===== src/hw/rtl/rfc_pkg.sv =====
// Shared constants, command codes, queue entry and result types of the rectangle-fill canvas.
package rfc_pkg;

    // Canvas geometry and field widths.
    localparam int CANVAS_SIDE = 128;
    localparam int PIXELS      = CANVAS_SIDE * CANVAS_SIDE;
    localparam int ADDR_W      = $clog2(PIXELS);
    localparam int XY_W        = 7;
    localparam int EXT_W       = 8;
    localparam int CHAN_W      = 8;
    localparam int PIXEL_W     = 3 * CHAN_W;
    localparam int IN_DATA_W   = 56;
    localparam int OUT_DATA_W  = 40;

    localparam logic [PIXEL_W-1:0] WHITE_PIXEL = 24'hFF_FFFF;

    // Command codes carried in the lowest bits of an input transfer.
    typedef enum logic [1:0] {
        CMD_DRAW  = 2'd0,
        CMD_READ  = 2'd1,
        CMD_CLEAR = 2'd2,
        CMD_NOP   = 2'd3
    } cmd_t;

    // One classified command as it waits in the queue.
    typedef struct packed {
        cmd_t                cmd;
        logic [XY_W-1:0]     left;
        logic [XY_W-1:0]     top;
        logic [EXT_W-1:0]    right;     // clipped left plus width, also the column reach
        logic [EXT_W-1:0]    bottom;    // clipped top plus height, also the row reach
        logic                in_range;  // read coordinate lies on the canvas
        logic [PIXEL_W-1:0]  colour;
    } op_t;

    // One result; the first field sits in the highest bits.
    typedef struct packed {
        logic [EXT_W-1:0]  used_columns;
        logic [EXT_W-1:0]  used_rows;
        logic [CHAN_W-1:0] pixel_blue;
        logic [CHAN_W-1:0] pixel_green;
        logic [CHAN_W-1:0] pixel_red;
    } res_t;

    // Execution states of the back end.
    typedef enum logic [1:0] {
        ST_SWEEP,
        ST_IDLE,
        ST_DRAW,
        ST_READ
    } back_state_t;

    // Status that the back end reports to the front end.
    typedef struct packed {
        logic init_busy;
    } back_status_t;

    // Origin plus size, clipped at the canvas side.
    function automatic logic [EXT_W-1:0] clip_reach(input logic [XY_W-1:0] origin,
                                                    input logic [EXT_W-1:0] size);
        logic [EXT_W:0] sum;
        sum = (EXT_W+1)'(origin) + (EXT_W+1)'(size);
        if (sum > (EXT_W+1)'(CANVAS_SIDE))
            return EXT_W'(CANVAS_SIDE);
        else
            return sum[EXT_W-1:0];
    endfunction

endpackage


===== src/hw/rtl/rfc_cmd_fifo.sv =====
// Two-entry queue of decoded commands between the front and back ends.
module rfc_cmd_fifo
(
    input  logic         clk,
    input  logic         rst_n,
    input  logic         push,
    input  rfc_pkg::op_t push_op,
    output logic         ready,
    input  logic         pop,
    output logic         valid,
    output rfc_pkg::op_t head_op
);

    rfc_pkg::op_t entry_reg [2];
    logic         wr_ptr_reg;
    logic         wr_ptr_next;
    logic         rd_ptr_reg;
    logic         rd_ptr_next;
    logic [1:0]   count_reg;
    logic [1:0]   count_next;

    assign ready   = (count_reg != 2'd2);
    assign valid   = (count_reg != 2'd0);
    assign head_op = entry_reg[rd_ptr_reg];

    // Pointer and fill bookkeeping.
    always_comb
    begin
        wr_ptr_next = push ? !wr_ptr_reg : wr_ptr_reg;
        rd_ptr_next = pop ? !rd_ptr_reg : rd_ptr_reg;
        count_next  = count_reg + 2'(push) - 2'(pop);
    end

    always_ff @(posedge clk or negedge rst_n)
    begin
        if (!rst_n)
        begin
            wr_ptr_reg <= 1'b0;
            rd_ptr_reg <= 1'b0;
            count_reg  <= 2'd0;
        end
        else
        begin
            wr_ptr_reg <= wr_ptr_next;
            rd_ptr_reg <= rd_ptr_next;
            count_reg  <= count_next;
        end
    end

    // Entry storage.
    always_ff @(posedge clk)
    begin
        if (push)
            entry_reg[wr_ptr_reg] <= push_op;
    end

endmodule


===== config.mk =====
export PLATFORM = sky130hd
export DESIGN_NAME = rfc_cmd_fifo
export DESIGN_NICKNAME = d
export VERILOG_FILES = /design/src/hw/rtl/rfc_pkg.sv /design/src/hw/rtl/rfc_cmd_fifo.sv
export SDC_FILE = /design/constraint.sdc
export NUM_CORES = 1
export LEC_CHECK = 0
export ABC_AREA = 1
export CORE_UTILIZATION = 60
export CTS_CLUSTER_DIAMETER = 150
export CTS_CLUSTER_SIZE = 25
export DETAILED_ROUTE_END_ITERATION = 8
export DONT_BUFFER_PORTS = 1
export PLACE_DENSITY_LB_ADDON = 0.2
export SKIP_CTS_REPAIR_TIMING = 1
export SLEW_MARGIN = 15
export SYNTH_ARGS = -nofsm -noshare
export SYNTH_HDL_FRONTEND = slang
export SYNTH_SLANG_ARGS = --single-unit

===== constraint.sdc =====
create_clock -name clk -period 3.85 [get_ports clk]
set_input_delay 0.1925 -clock clk [delete_from_list [all_inputs] [get_ports clk]]
set_output_delay 0.1925 -clock clk [all_outputs]
set_load 0.1 [all_outputs]

==> flow_metrics.env <==
export IMPL_cts_htree_levels=4
export IMPL_dr_pass1_iters=6
export IMPL_grt_ovfl_total=0
export IMPL_largest_register_ff_count=114
export IMPL_port_buffer_count=0
export IMPL_endpoint_kind="output port"
export IMPL_routed_wl_um=7590
export IMPL_grt_max_degree=61
export IMPL_async_flop_share=0.0339
export IMPL_antenna_found_initial=0
export IMPL_r2r_start="wr_ptr_reg$_DFFE_PN0P_"
export IMPL_initial_core_util=0.621
export IMPL_slew_headroom=0.239
export IMPL_area_delta_synth_final_pct=24.2
export IMPL_grt_usage=0.180
export IMPL_cp_start_kind="flop"
export IMPL_coreArea_um2=7770
export IMPL_required_ns=3.66
export IMPL_crit_fanout=60
export IMPL_rsz0062_at_grt="no"
export IMPL_synth_area_mux_share=0
export IMPL_setup_viol=0
export IMPL_min_delay_start="pop"
export IMPL_synth_area_top_cells="edfxtp_1 71%, o21ai_2 9.1%, nand2_2 6.5%"
export IMPL_synth_compound_area_frac=0.0981
export IMPL_clock_path_buffers=2
export IMPL_clock_sinks=118
export IMPL_hold_violations=0
export IMPL_fin_setup_tns_ns=0
export IMPL_finClkSkew_ns=0.00906
export IMPL_synthDominantCellAreaShare=0.710
export IMPL_wl_per_cell_um=14.9
export IMPL_drive_above_1_share=0.345
export IMPL_routed_via_density=5.01
export IMPL_synth_edf_count=114
export IMPL_min_path_type="in2reg"
export IMPL_synth_simple_area_share=0.0784
export IMPL_die_h_um=91.6
export IMPL_period_share=0.746
export IMPL_post_synth_top_count_cell="edfxtp_1"
export IMPL_gp_congestion=0.684
export IMPL_grt_pass1_vias=2176
export IMPL_dieArea_um2=8400
export IMPL_diodes=0
export IMPL_drt_iter0_drc=134
export IMPL_synth_area_um2=4820
export IMPL_die_width_um=91.6
export IMPL_outcome="completed"
export IMPL_ant_nets=0
export IMPL_synth_main_ff_cell="edfxtp_1"
export IMPL_ys_ff_latch=118
export IMPL_max_freq_ghz=0.348
export IMPL_drc=0
export IMPL_vias=2543
export IMPL_nFillCells=486
export IMPL_drv_slew=0
export IMPL_critPathLaunch="rd_ptr_reg$_DFFE_PN0P_"
export IMPL_synth_fa_ha_area_frac=0.00519
export IMPL_path_clk_slew_ns=0.05
export IMPL_netlist_instances=323
export IMPL_yosys_area_top_type="edfxtp_1"
export IMPL_synth_nets=386
export IMPL_syn_mean_instance_area_um2=14.9
export IMPL_rows=32
export IMPL_maxCapViolCount=0
export IMPL_nets=457
export IMPL_yosys_warnings=0
export IMPL_yosys_top_cells_count="114 x edfxtp_1, 64 x inv_1, 50 x nand2_2, 50 x o21ai_2, 15 x nand2_1"
export IMPL_worst_pin_slew_ns=1.14
export IMPL_io_pins=120
export IMPL_cts_tree="done"
export IMPL_clkLatencyLatePin_ns=0.50
export IMPL_clockRootBuffer="clkbuf_8"
export IMPL_dp_hpwl_um=4470
export IMPL_criticalPathCategory="reg2out"
export IMPL_min_period_ns=2.87
export IMPL_cp_data_arrival_time_ns=2.68
export IMPL_synth_distinct_cells=16
export IMPL_synth_top_family_by_area="compound AO/OA/AOI/OAI gates"
export IMPL_synth_xor_area_frac=0.00363
export IMPL_cts_buffers=17
export IMPL_grt_pass1_wl_um=10700
export IMPL_yosysSeqAreaShare=0.731
-- layout by cell type (no fill, tap or decap), drive strengths merged --
cell         count
clkinv           8
nand3            1
edfxtp         114
xor2             2
bufinv           1
buf              4
dlygate4sd3     61
clkbuf          19
clkinvlp         3
dfrtp            4
inv             64
nand2           65
nor2             1
o21ai           57
ha               2
-- cells by family (layout without fill, tap and decap cells) --
family,after synthesis,in the layout
fa+ha+maj,2,2
xor+xnor,2,2
compound gates,57,57
simple gates,67,67
buf+inv,77,160
flops,118,118
-- routing by layer --
layer | vias to the layer above | part of all wire | track usage
met5 | - | 0 | 0
met4 | 0 | 0.011 | 0.0714
li1 | 1238 | - | -
met3 | 9 | 0.075 | 0.115
met1 | 1206 | 0.39 | 0.186
met2 | 90 | 0.53 | 0.291
-- per-stage QoR --
step | cells | setup slack (ns) | hold slack, ns | area [µm²] | utilization
floorplan | 323 | 0.579 | -0.103 | 4820 | -
global placement | 416 | 1.56 | -0.103 | 4860 | 0.626
detailed placement | 416 | 1.54 | -0.103 | 4860 | 0.626
CTS | 447 | 0.996 | -0.645 | 5380 | 0.692
global route | 508 | 0.897 | 0.0595 | 5990 | 0.771
finish | 508 | 0.977 | 0.0691 | 5990 | 0.771
-- path summary, 6_finish.rpt --
| kind | slack, ns | cells after the start | endpoint |
|---|---|---|---|
| worst max-delay path | 0.98 | 2 | head_op[27] |
| worst min register to register | 0.55 | 1 | wr_ptr_reg$_DFFE_PN0P_ |
| worst max register to register | 1.98 | 3 | entry_reg[1][29]$_DFFE_PP_ |
| min in group asynchronous | 0.49 | 2 | count_reg[0]$_DFF_PN0_ |
| max in group asynchronous | 3.17 | 2 | rd_ptr_reg$_DFFE_PN0P_ |
| worst min-delay path | 0.07 | 4 | count_reg[1]$_DFF_PN0_ |
-- layout make-up --
cell class                      instances  area [µm²]  area share
Timing Repair Buffer                   65         653       0.109
Clock buffer                           19         422      0.0704
Tap cell                              102         128      0.0213
Clock inverter                         12        88.8      0.0148
Inverter                               64         240      0.0401
Sequential cell                       118        3530       0.589
Multi-Input combinational cell        128         927       0.155
-- worst max-delay path, stage by stage (launching register included) --
cell and delay (ns):
dfrtp_4 0.78, buf_12 0.38, o21ai_2 0.90
Power is not shown: default switching activity piles up to over one toggle a cycle in this logic, so the estimate is an artifact.
