**src/hw/rtl/rfc_pkg.sv**
```systemverilog
// Shared constants, command codes, queue entry and result types of the rectangle-fill canvas.
package rfc_pkg;

    // Canvas geometry and field widths.
    localparam int CANVAS_SIDE = 128;
    localparam int PIXELS      = CANVAS_SIDE * CANVAS_SIDE;
    localparam int ADDR_W      = $clog2(PIXELS);
    localparam int XY_W        = 7;
    localparam int EXT_W       = 8;
    localparam int CHAN_W      = 8;
    localparam int PIXEL_W     = 3 * CHAN_W;
    localparam int IN_DATA_W   = 56;
    localparam int OUT_DATA_W  = 40;

    localparam logic [PIXEL_W-1:0] WHITE_PIXEL = 24'hFF_FFFF;

    // Command codes carried in the lowest bits of an input transfer.
    typedef enum logic [1:0] {
        CMD_DRAW  = 2'd0,
        CMD_READ  = 2'd1,
        CMD_CLEAR = 2'd2,
        CMD_NOP   = 2'd3
    } cmd_t;

    // One classified command as it waits in the queue.
    typedef struct packed {
        cmd_t                cmd;
        logic [XY_W-1:0]     left;
        logic [XY_W-1:0]     top;
        logic [EXT_W-1:0]    right;     // clipped left plus width, also the column reach
        logic [EXT_W-1:0]    bottom;    // clipped top plus height, also the row reach
        logic                in_range;  // read coordinate lies on the canvas
        logic [PIXEL_W-1:0]  colour;
    } op_t;

    // One result; the first field sits in the highest bits.
    typedef struct packed {
        logic [EXT_W-1:0]  used_columns;
        logic [EXT_W-1:0]  used_rows;
        logic [CHAN_W-1:0] pixel_blue;
        logic [CHAN_W-1:0] pixel_green;
        logic [CHAN_W-1:0] pixel_red;
    } res_t;

    // Execution states of the back end.
    typedef enum logic [1:0] {
        ST_SWEEP,
        ST_IDLE,
        ST_DRAW,
        ST_READ
    } back_state_t;

    // Status that the back end reports to the front end.
    typedef struct packed {
        logic init_busy;
    } back_status_t;

    // Origin plus size, clipped at the canvas side.
    function automatic logic [EXT_W-1:0] clip_reach(input logic [XY_W-1:0] origin,
                                                    input logic [EXT_W-1:0] size);
        logic [EXT_W:0] sum;
        sum = (EXT_W+1)'(origin) + (EXT_W+1)'(size);
        if (sum > (EXT_W+1)'(CANVAS_SIDE))
            return EXT_W'(CANVAS_SIDE);
        else
            return sum[EXT_W-1:0];
    endfunction

endpackage

```
**src/hw/rtl/rfc_front.sv**
```systemverilog
// Front end: takes input transfers, decodes and clips them into queue entries.
module rfc_front
(
    input  logic                          s_tvalid,
    output logic                          s_tready,
    // command, column_x, row_y, width, height, red, green, blue
    input  logic [rfc_pkg::IN_DATA_W-1:0] s_tdata,
    input  rfc_pkg::back_status_t         status,
    input  logic                          q_ready,
    output logic                          q_push,
    output rfc_pkg::op_t                  q_op
);

    logic [1:0]                  command;
    logic [rfc_pkg::XY_W-1:0]    column_x;
    logic [rfc_pkg::XY_W-1:0]    row_y;
    logic [rfc_pkg::EXT_W-1:0]   width;
    logic [rfc_pkg::EXT_W-1:0]   height;
    logic [rfc_pkg::CHAN_W-1:0]  red;
    logic [rfc_pkg::CHAN_W-1:0]  green;
    logic [rfc_pkg::CHAN_W-1:0]  blue;

    // Unpack the fields.
    assign command  = s_tdata[1:0];
    assign column_x = s_tdata[8:2];
    assign row_y    = s_tdata[15:9];
    assign width    = s_tdata[23:16];
    assign height   = s_tdata[31:24];
    assign red      = s_tdata[39:32];
    assign green    = s_tdata[47:40];
    assign blue     = s_tdata[55:48];

    // Nothing is taken while the power-up clearing pass runs.
    assign s_tready = q_ready && !status.init_busy;
    assign q_push   = s_tvalid && s_tready;

    // Classify and clip the command.
    always_comb
    begin
        q_op.cmd      = rfc_pkg::cmd_t'(command);
        q_op.left     = column_x;
        q_op.top      = row_y;
        q_op.right    = rfc_pkg::clip_reach(column_x, width);
        q_op.bottom   = rfc_pkg::clip_reach(row_y, height);
        q_op.in_range = (rfc_pkg::EXT_W'(column_x) < rfc_pkg::EXT_W'(rfc_pkg::CANVAS_SIDE))
                     && (rfc_pkg::EXT_W'(row_y) < rfc_pkg::EXT_W'(rfc_pkg::CANVAS_SIDE));
        q_op.colour   = {red, green, blue};
    end

endmodule

```
**config.mk**
```make
export PLATFORM = sky130hd
export DESIGN_NAME = rfc_front
export DESIGN_NICKNAME = d
export VERILOG_FILES = /design/src/hw/rtl/rfc_pkg.sv /design/src/hw/rtl/rfc_front.sv
export SDC_FILE = /design/constraint.sdc
export NUM_CORES = 1
export LEC_CHECK = 0
export BUFFER_PORTS_ARGS = -buffer_cell sky130_fd_sc_hd__clkbuf_2
export CAP_MARGIN = 20
export CORE_ASPECT_RATIO = 1.1
export CORE_MARGIN = 10
export CORE_UTILIZATION = 39
export DETAILED_ROUTE_END_ITERATION = 6
export PLACE_DENSITY = 0.95
export SLEW_MARGIN = 20
export SYNTH_ARGS = -nofsm -noshare
export SYNTH_HDL_FRONTEND = slang
export SYNTH_SLANG_ARGS = --single-unit
```
**constraint.sdc**
```tcl
create_clock -name vclk -period 2.6
set_input_delay 0.13 -clock vclk [all_inputs]
set_output_delay 0.13 -clock vclk [all_outputs]
set_load 0.02 [all_outputs]
```
==> flow_summary_export.csv, run 1 <==
group,metric,value,unit
final_layout,post_route_cells_drive_above_1_share,46.0,%
logic_synthesis,syn_area,1030,um^2
job,max_cap_viol_count,0,
floorplanning,io_pins,118,
global_route,grt_max_degree,9,
drt,dr_total_vias,925,
final_layout,fillers,273,
final_layout,clock_buffers,0,
worst_hold_path,hp-start,"s_tdata[32]",
drt,dr.pass1.iters,3,
final_layout,diodes,0,
run_status,status,"completed",
critical_path,arrival,2.14,ns
placed_design,place.gp.congestion,0.758,
timing,rsz0062_at_grt,"false",
timing,slew_violations,0,
final_layout,seq_area,0,um^2
placed_design,io_buffers,65,
global_route,grt_pass1_vias,1035,
critical_path,path_class,"primary input to output port",
power_and_ir_drop,internal_power,120,uW
floorplanning,die_y,74.0,um
drt,avgViaCountPerCell,4.82,
final_layout,layout_common_cells,"65 x clkbuf_2, 20 x nor2_1, 14 x ha_1, 9 x inv_1, 6 x o21ai_0",
power_and_ir_drop,power_frac_seq,0,%
timing,min_period_over_period,87.3,%
critical_path,path_max_fanout,8,
timing,worstMarginPinSlew,0.493,ns
power_and_ir_drop,p_clk_share,0,%
power_and_ir_drop,powerDensity,270,nW/um^2
floorplanning,rows,19,
floorplanning,die_area,5110,um^2
cts,cts_setup_buffers,0,
floorplanning,start_util,41.0,%
timing,setup_slack,0.329,ns
drt,ant_nets,0,
power_and_ir_drop,ir_worst_vdd,0.000133,V
drt,drc,0,
logic_synthesis,ys_warn_count,0,
timing,hold_violations,0,
final_layout,multi_input_area,691,um^2
timing,fin_tns_setup,0,ns
timing,setup_viol,0,
logic_synthesis,avgSynthCellArea,7.53,um^2
critical_path,cp_slowest_cell,"mux2i_2",
critical_path,cp-start-kind,"primary input",
logic_synthesis,synth.distinct_cells,33,
placed_design,dp_hpwl,2320,um
drt,wire_per_inst,13.1,um
power_and_ir_drop,power_switching_share,59.2,%
critical_path,end_kind,"output port",
power_and_ir_drop,p_switching,174,uW
critical_path,path_cells,"clkbuf_2, ha_1, inv_1, fa_1, and2b_1, o21ai_0, o211a_1, mux2i_2, nor2b_1, clkbuf_2",
critical_path,required,2.47,ns
final_layout,nFlopsAndLatches,0,
global_route,grtUsageTotal,9.05,%
floorplanning,core-area,2520,um^2
critical_path,max_stage_delay,0.41,ns
timing,fin_crit,2.27,ns
drt,finalWirelength,2520,um
power_and_ir_drop,p_comb_share,100.0,%
drt,first_iter_violations,25,
cts,ctsResizeCount,0,
worst_hold_path,hold_path_class,"primary input to output port",
logic_synthesis,seq_area_frac_synth,0,%
floorplanning,die_w,69.1,um
final_layout,area_delta_synth_final,5.45,%
timing,fmax,0.440,GHz
logic_synthesis,synthCells,137,
global_route,grt_overflow_total,0,
logic_synthesis,synth_fp_nets,212,
final_layout,final_common_cell,"clkbuf_2",
placed_design,place_ws,0.337,ns
power_and_ir_drop,p_leak,0.000619,uW
global_route,grt_pass1_wl,4260,um
critical_path,crit_start,"s_tdata[2]",
cts,ctsHoldBuffers,0,
final_layout,nets,238,
critical_path,cp_common_cell,"clkbuf_2",
timing,relSlewSlack,66.5,%
global_route,grt_antenna_before_repair,0,
## cell type report
cell class,count,share of cell area [%]
Inverter,9,3.10
Tap cell,31,3.56
Timing Repair Buffer,65,29.9
Multi-Input combinational cell,87,63.4
## synth_stat cells (2+ instances only)
cell | n | area, um^2
nor2_1 | 20 | 75.1
nor2b_1 | 5 | 31.3
xnor2_1 | 4 | 35.0
o21ai_0 | 6 | 30.0
inv_1 | 9 | 33.8
nand2b_1 | 2 | 12.5
nand2_1 | 5 | 18.8
a21oi_1 | 3 | 15.0
fa_1 | 2 | 40.0
xor2_1 | 2 | 17.5
ha_1 | 14 | 175
nor3_1 | 2 | 10.0
nor3_2 | 2 | 20.0
a21o_1 | 2 | 15.0
buf_4 | 41 | 308
## routing by layer
layer | GRT usage (%) | share of wire [%] | routed length (um) | vias to the layer above
li1 | - | - | - | 470
met1 | 9.31 | 40 | 1010 | 387
met2 | 16.6 | 44 | 1120 | 54
met3 | 4.12 | 13 | 334 | 14
met4 | 2.24 | 2.5 | 63 | 0
met5 | 0 | 0 | 0 | -
## power groups by stage
stage	Sequential (uW)	Clock, uW	Combinational [uW]
floorplan	0	0	277
global placement	0	0	289
detailed placement	0	0	296
CTS	0	0	298
global route	0	0	327
finish	0	0	294
## worst max-delay path, delay by kind of cell
family | cells | cell delay [ns]
and+or+nand+nor | 2 | 0.36
adders and majority gates | 2 | 0.58
muxes | 1 | 0.41
AOI/OAI and AO/OA | 2 | 0.31
buffers and inverters | 3 | 0.34
## path summary, 6_finish.rpt
| path | cells after the start | endpoint | slack, ns |
|---|---|---|---|
| hold / removal | 0 | q_op[16] | 0.26 |
| setup / recovery | 10 | q_op[37] | 0.33 |
## through the flow
stage | hold WS [ns] | power (uW) | instance area [um^2] | cells | util, %
floorplan | 0.343 | 277 | 1030 | 137 | -
global placement | 0.260 | 289 | 1090 | 192 | 43.2
detailed placement | 0.260 | 296 | 1090 | 192 | 43.2
CTS | 0.260 | 298 | 1090 | 192 | 43.2
global route | 0.260 | 327 | 1090 | 192 | 43.2
finish | 0.260 | 294 | 1090 | 192 | 43.2
## cell families after synthesis
group	Yosys count	share of synthesized area (%)
other	1	0.363
adder cells (fa/ha/maj)	16	20.8
XOR/XNOR	6	5.09
multiplexers	2	3.51
AND/OR/NAND/NOR	40	18.9
buffers and inverters	50	33.1
AO/OA/AOI/OAI	22	18.2
No activity file was read; power rests on OpenSTA's default activity.
==> run 2, diff against run 1 <==
--- a/config.mk
+++ b/config.mk
@@ -16,3 +16,4 @@
 export SYNTH_ARGS = -nofsm -noshare
 export SYNTH_HDL_FRONTEND = slang
 export SYNTH_SLANG_ARGS = --single-unit
+export TNS_END_PERCENT = 30
==> constraint.sdc (replaced) <==
create_clock -name vclk -period 2.87
set_input_delay 0.1435 -clock vclk [all_inputs]
set_output_delay 0.1435 -clock vclk [all_outputs]
set_load 0.02 [all_outputs]
==> run 2 against run 1 <==
- final area stayed put
- global-route usage is 0.086 points lower
- critical path depth unchanged
- utilization unchanged
- sequential share of layout area unchanged
- via count fell by 1.1%
- non-clock buffer count is the same
- combinational power fell by 9.5%
- clock-buffer cell count is the same
- flip-flop and latch count did not move
- total power down 9.5%
- worst setup slack better by 0.23 ns
==> flow_summary_export.csv, run 2 (synthesized netlist as in run 1, its figures left out) <==
group,metric,value,unit
drt,dr_total_vias,915,
critical_path,max_stage_delay,0.42,ns
timing,min_period_over_period,80.5,%
global_route,grtUsageTotal,8.97,%
job,max_cap_viol_count,0,
final_layout,utilization,43.2,%
global_route,grt_overflow_total,0,
final_layout,area_delta_synth_final,5.45,%
critical_path,required,2.73,ns
final_layout,diodes,0,
drt,first_iter_violations,35,
drt,ant_nets,0,
global_route,grt_max_degree,9,
power_and_ir_drop,ir_worst_vdd,0.000121,V
critical_path,cp_common_cell,"clkbuf_2",
floorplanning,start_util,41.0,%
critical_path,path_max_fanout,8,
global_route,grt_pass1_vias,1035,
critical_path,arrival,2.17,ns
cts,cts_setup_buffers,0,
timing,relSlewSlack,66.3,%
final_layout,post_route_cells_drive_above_1_share,46.0,%
critical_path,path_class,"primary input to output port",
timing,rsz0062_at_grt,"false",
cts,ctsResizeCount,0,
critical_path,path_cells,"clkbuf_2, ha_1, inv_1, fa_1, and2b_1, o21ai_0, o211a_1, mux2i_2, nor2b_1, clkbuf_2",
timing,slew_violations,0,
timing,setup_viol,0,
critical_path,cp-start-kind,"primary input",
floorplanning,die_w,69.1,um
floorplanning,rows,19,
floorplanning,core-area,2520,um^2
timing,worstMarginPinSlew,0.496,ns
final_layout,clock_buffers,0,
worst_hold_path,hold_path_class,"primary input to output port",
global_route,grt_pass1_wl,4220,um
final_layout,final_common_cell,"clkbuf_2",
floorplanning,die_area,5110,um^2
worst_hold_path,hold_depth,0,
drt,dr.pass1.iters,2,
placed_design,io_buffers,65,
final_layout,seq_area,0,um^2
drt,avgViaCountPerCell,4.77,
floorplanning,io_pins,118,
floorplanning,die_y,74.0,um
timing,fin_crit,2.31,ns
timing,fmax,0.433,GHz
placed_design,dp_hpwl,2310,um
drt,finalWirelength,2500,um
final_layout,nFlopsAndLatches,0,
critical_path,end_kind,"output port",
timing,hold_violations,0,
power_and_ir_drop,p_leak,0.000619,uW
drt,drc,0,
critical_path,cp_slowest_cell,"mux2i_2",
placed_design,place.gp.congestion,0.757,
run_status,status,"completed",
timing,hold_slack,0.287,ns
drt,wire_per_inst,13.0,um
final_layout,layout_common_cells,"65 x clkbuf_2, 20 x nor2_1, 14 x ha_1, 9 x inv_1, 6 x o21ai_0",
global_route,grt_antenna_before_repair,0,
timing,fin_tns_setup,0,ns
power_and_ir_drop,powerDensity,245,nW/um^2
cts,ctsHoldBuffers,0,
final_layout,nets,238,
run 2: cell counts in the layout (fill, tap and decap cells not counted):
No cell type changed its count.
run 2: area by class of cell:
cell class | instances | area, um^2
fillers | 267 | 1430
multi-input cells | 87 | 691
repair buffers | 65 | 325
well taps | 31 | 38.8
inverters | 9 | 33.8
run 2: worst paths after layout:
path                         from        to
worst min-delay path  s_tdata[32]  q_op[16]
worst max-delay path   s_tdata[2]  q_op[37]
run 2: stage by stage:
step                      worst slack (ns)  power (uW)  cell area, um^2  cells
after floorplan                      0.726         251             1030    137
after global placement               0.632         262             1090    192
after detailed placement             0.578         268             1090    192
after CTS                            0.563         269             1090    192
after global routing                 0.401         296             1090    192
final                                0.558         266             1090    192
run 2: metal layers:
metal	up-vias	wire length (um)	part of all wire [%]	track usage, %
met5	-	0	0	0
met4	0	63	2.5	2.24
met3	14	333	13	4.12
met2	54	1100	44	16.4
met1	378	1010	40	9.23
li1	469	-	-	-
run 2: where the power goes:
group	total (uW)	leakage, uW	switching (uW)	internal [uW]
Sequential	0	0	0	0
Combinational	266	0.000619	158	109
Clock	0	0	0	0
run 2: critical path, delay by kind of cell:
kind                     cells  cell delay (ns)
adder cells (fa/ha/maj)      2             0.58
buffers and inverters        3             0.34
AO/OA/AOI/OAI                2             0.32
multiplexers                 1             0.42
AND/OR/NAND/NOR              2             0.37
==> run 3, diff against run 2 <==
--- a/config.mk
+++ b/config.mk
@@ -5,13 +5,14 @@
 export SDC_FILE = /design/constraint.sdc
 export NUM_CORES = 1
 export LEC_CHECK = 0
+export ABC_AREA = 1
 export BUFFER_PORTS_ARGS = -buffer_cell sky130_fd_sc_hd__clkbuf_2
 export CAP_MARGIN = 20
 export CORE_ASPECT_RATIO = 1.1
 export CORE_MARGIN = 10
 export CORE_UTILIZATION = 39
 export DETAILED_ROUTE_END_ITERATION = 6
-export PLACE_DENSITY = 0.95
+export PLACE_DENSITY = 0.89
 export SLEW_MARGIN = 20
 export SYNTH_ARGS = -nofsm -noshare
 export SYNTH_HDL_FRONTEND = slang
==> constraint.sdc (replaced) <==
create_clock -name vclk -period 2.3
set_input_delay 0.115 -clock vclk [all_inputs]
set_output_delay 0.115 -clock vclk [all_outputs]
set_load 0.02 [all_outputs]
==> run 3 against run 2 <==
- combinational power increased by 53%
- die area increased by 15%
- highest routed layer unchanged
- critical path type unchanged
- sequential share of layout area unchanged
==> flow_summary_export.csv, run 3 <==
group,metric,value,unit
floorplanning,core-area,3050,um^2
drt,avgViaCountPerCell,4.56,
power_and_ir_drop,finalPower,407,uW
final_layout,area_delta_synth_final,4.82,%
global_route,grtUsageTotal,9.33,%
floorplanning,die_area,5850,um^2
logic_synthesis,yosys-top-cells-count,"71 x nand2_1, 45 x inv_1, 41 x buf_4",
cts,cts_setup_buffers,0,
critical_path,end_kind,"output port",
placed_design,io_buffers,65,
critical_path,critical-path-top-delay-family,"simple AND/OR/NAND/NOR gates",
final_layout,nFlopsAndLatches,0,
timing,rsz0062_at_grt,"false",
power_and_ir_drop,ir_worst_vdd,0.000172,V
logic_synthesis,synth_top_cell_by_area,"buf_4",
floorplanning,die_y,79.3,um
timing,fin_tns_setup,0,ns
critical_path,max_stage_delay,0.38,ns
floorplanning,io_pins,118,
final_layout,layout_common_cells,"71 x nand2_1, 65 x clkbuf_2, 45 x inv_1, 23 x nor2_1, 15 x nand3_1",
worst_hold_path,hold_path_class,"primary input to output port",
final_layout,diodes,0,
logic_synthesis,ys_warn_count,0,
global_route,grt_max_degree,7,
global_route,grt_pass1_wl,4890,um
critical_path,arrival,1.87,ns
logic_synthesis,synth.most_common_cell,"nand2_1",
job,max_cap_viol_count,0,
critical_path,path_max_fanout,6,
critical_path,path_class,"primary input to output port",
run_status,status,"completed",
logic_synthesis,synthTopCellsByArea,"buf_4 25%, nand2_1 21%, ha_1 14%",
timing,min_period_over_period,86.5,%
timing,fin_crit,1.99,ns
global_route,grt_overflow_total,0,
critical_path,path_cells,"clkbuf_2, ha_1, inv_1, fa_1, inv_1, nand2_1, nand2_1, nand3_1, nand2_1, nand2_1, nand2_1, nand3_1, nand2_1, nand2_2, nor2_1, clkbuf_2",
final_layout,post_route_cells_drive_above_1_share,27.1,%
logic_synthesis,seq_area_frac_synth,0,%
placed_design,dp_hpwl,2850,um
power_and_ir_drop,powerDensity,312,nW/um^2
drt,dr_total_vias,1317,
power_and_ir_drop,p_leak,0.000950,uW
final_layout,nets,332,
timing,fmax,0.503,GHz
final_layout,final_common_cell,"nand2_1",
placed_design,place.gp.congestion,0.850,
logic_synthesis,synthCells,231,
logic_synthesis,avgSynthCellArea,5.39,um^2
final_layout,seq_area,0,um^2
timing,hold_violations,0,
global_route,grt_antenna_before_repair,0,
drt,drc,0,
logic_synthesis,syn_area,1240,um^2
drt,ant_nets,0,
drt,dr.pass1.iters,4,
final_layout,stdcell_count,289,
logic_synthesis,synth_fp_nets,306,
timing,setup_viol,0,
placed_design,placed_cells,289,
final_layout,multi_input_area,768,um^2
critical_path,cp_num_buf_inv,4,
cts,ctsResizeCount,0,
logic_synthesis,yosysTopAreaCellShare,24.7,%
placed_design,place_ws,0.297,ns
timing,setup_slack,0.311,ns
final_layout,clock_buffers,0,
critical_path,required,2.18,ns
timing,slew_violations,0,
critical_path,cp_slowest_cell,"fa_1",
logic_synthesis,synth.distinct_cells,15,
final_layout,fillers,330,
floorplanning,rows,21,
drt,finalWirelength,2990,um
critical_path,cp_common_cell,"nand2_1",
cts,ctsHoldBuffers,0,
floorplanning,start_util,40.8,%
floorplanning,die_w,73.9,um
global_route,grt_pass1_vias,1289,
drt,first_iter_violations,51,
critical_path,cp-start-kind,"primary input",
drt,wire_per_inst,10.3,um
## run 3: changes by cell type after synthesis, sizes merged, moves of 4 or more
cell and change:
nor3 -4, nand2 +69, xnor2 -4, inv +36, nand4 +4, nand3 +16, o21ai -7, nor2b -5
## run 3: kinds of logic (layout without fill, tap and decap cells)
logic type / after synthesis / in the layout / synth area share, %
other: 1 / 1 / 0.301
AND/OR/NAND/NOR: 120 / 120 / 40.5
adder cells (fa/ha/maj): 16 / 16 / 17.3
AO/OA/AOI/OAI: 8 / 8 / 3.62
buffers and inverters: 86 / 110 / 38.3
## run 3: where the power goes
group	total, uW	switching, uW	internal [uW]
combinational	407	262	146
clock	0	0	0
sequential	0	0	0
total	407	262	146
## run 3: metrics by stage
step           hold WS, ns  instance area [um^2]  util [%]
4_1_cts              0.230                  1310      42.8
3_3_place_gp         0.230                  1310      42.8
6_report             0.230                  1310      42.8
3_5_place_dp         0.230                  1310      42.8
5_1_grt              0.230                  1310      42.8
2_1_floorplan        0.310                  1240         -
## run 3: area by class of cell
class,instances,share of cell area (%)
repair buffers,65,24.9
well taps,34,3.26
multi-input cells,145,58.9
inverters,45,12.9
## run 3: per-layer routing
layer | global-route usage [%] | vias up | share of wire, %
met3 | 3.98 | 2 | 12
li1 | - | 711 | -
met4 | 1.12 | 0 | 0.067
met5 | 0 | - | 0
met1 | 8.45 | 557 | 37
met2 | 18.7 | 47 | 50
## run 3: final timing paths
path / from / depth (start not counted) / to / slack [ns]
worst max-delay path: s_tdata[9] / 16 / q_op[30] / 0.31
worst min-delay path: s_tdata[43] / 0 / q_op[11] / 0.23
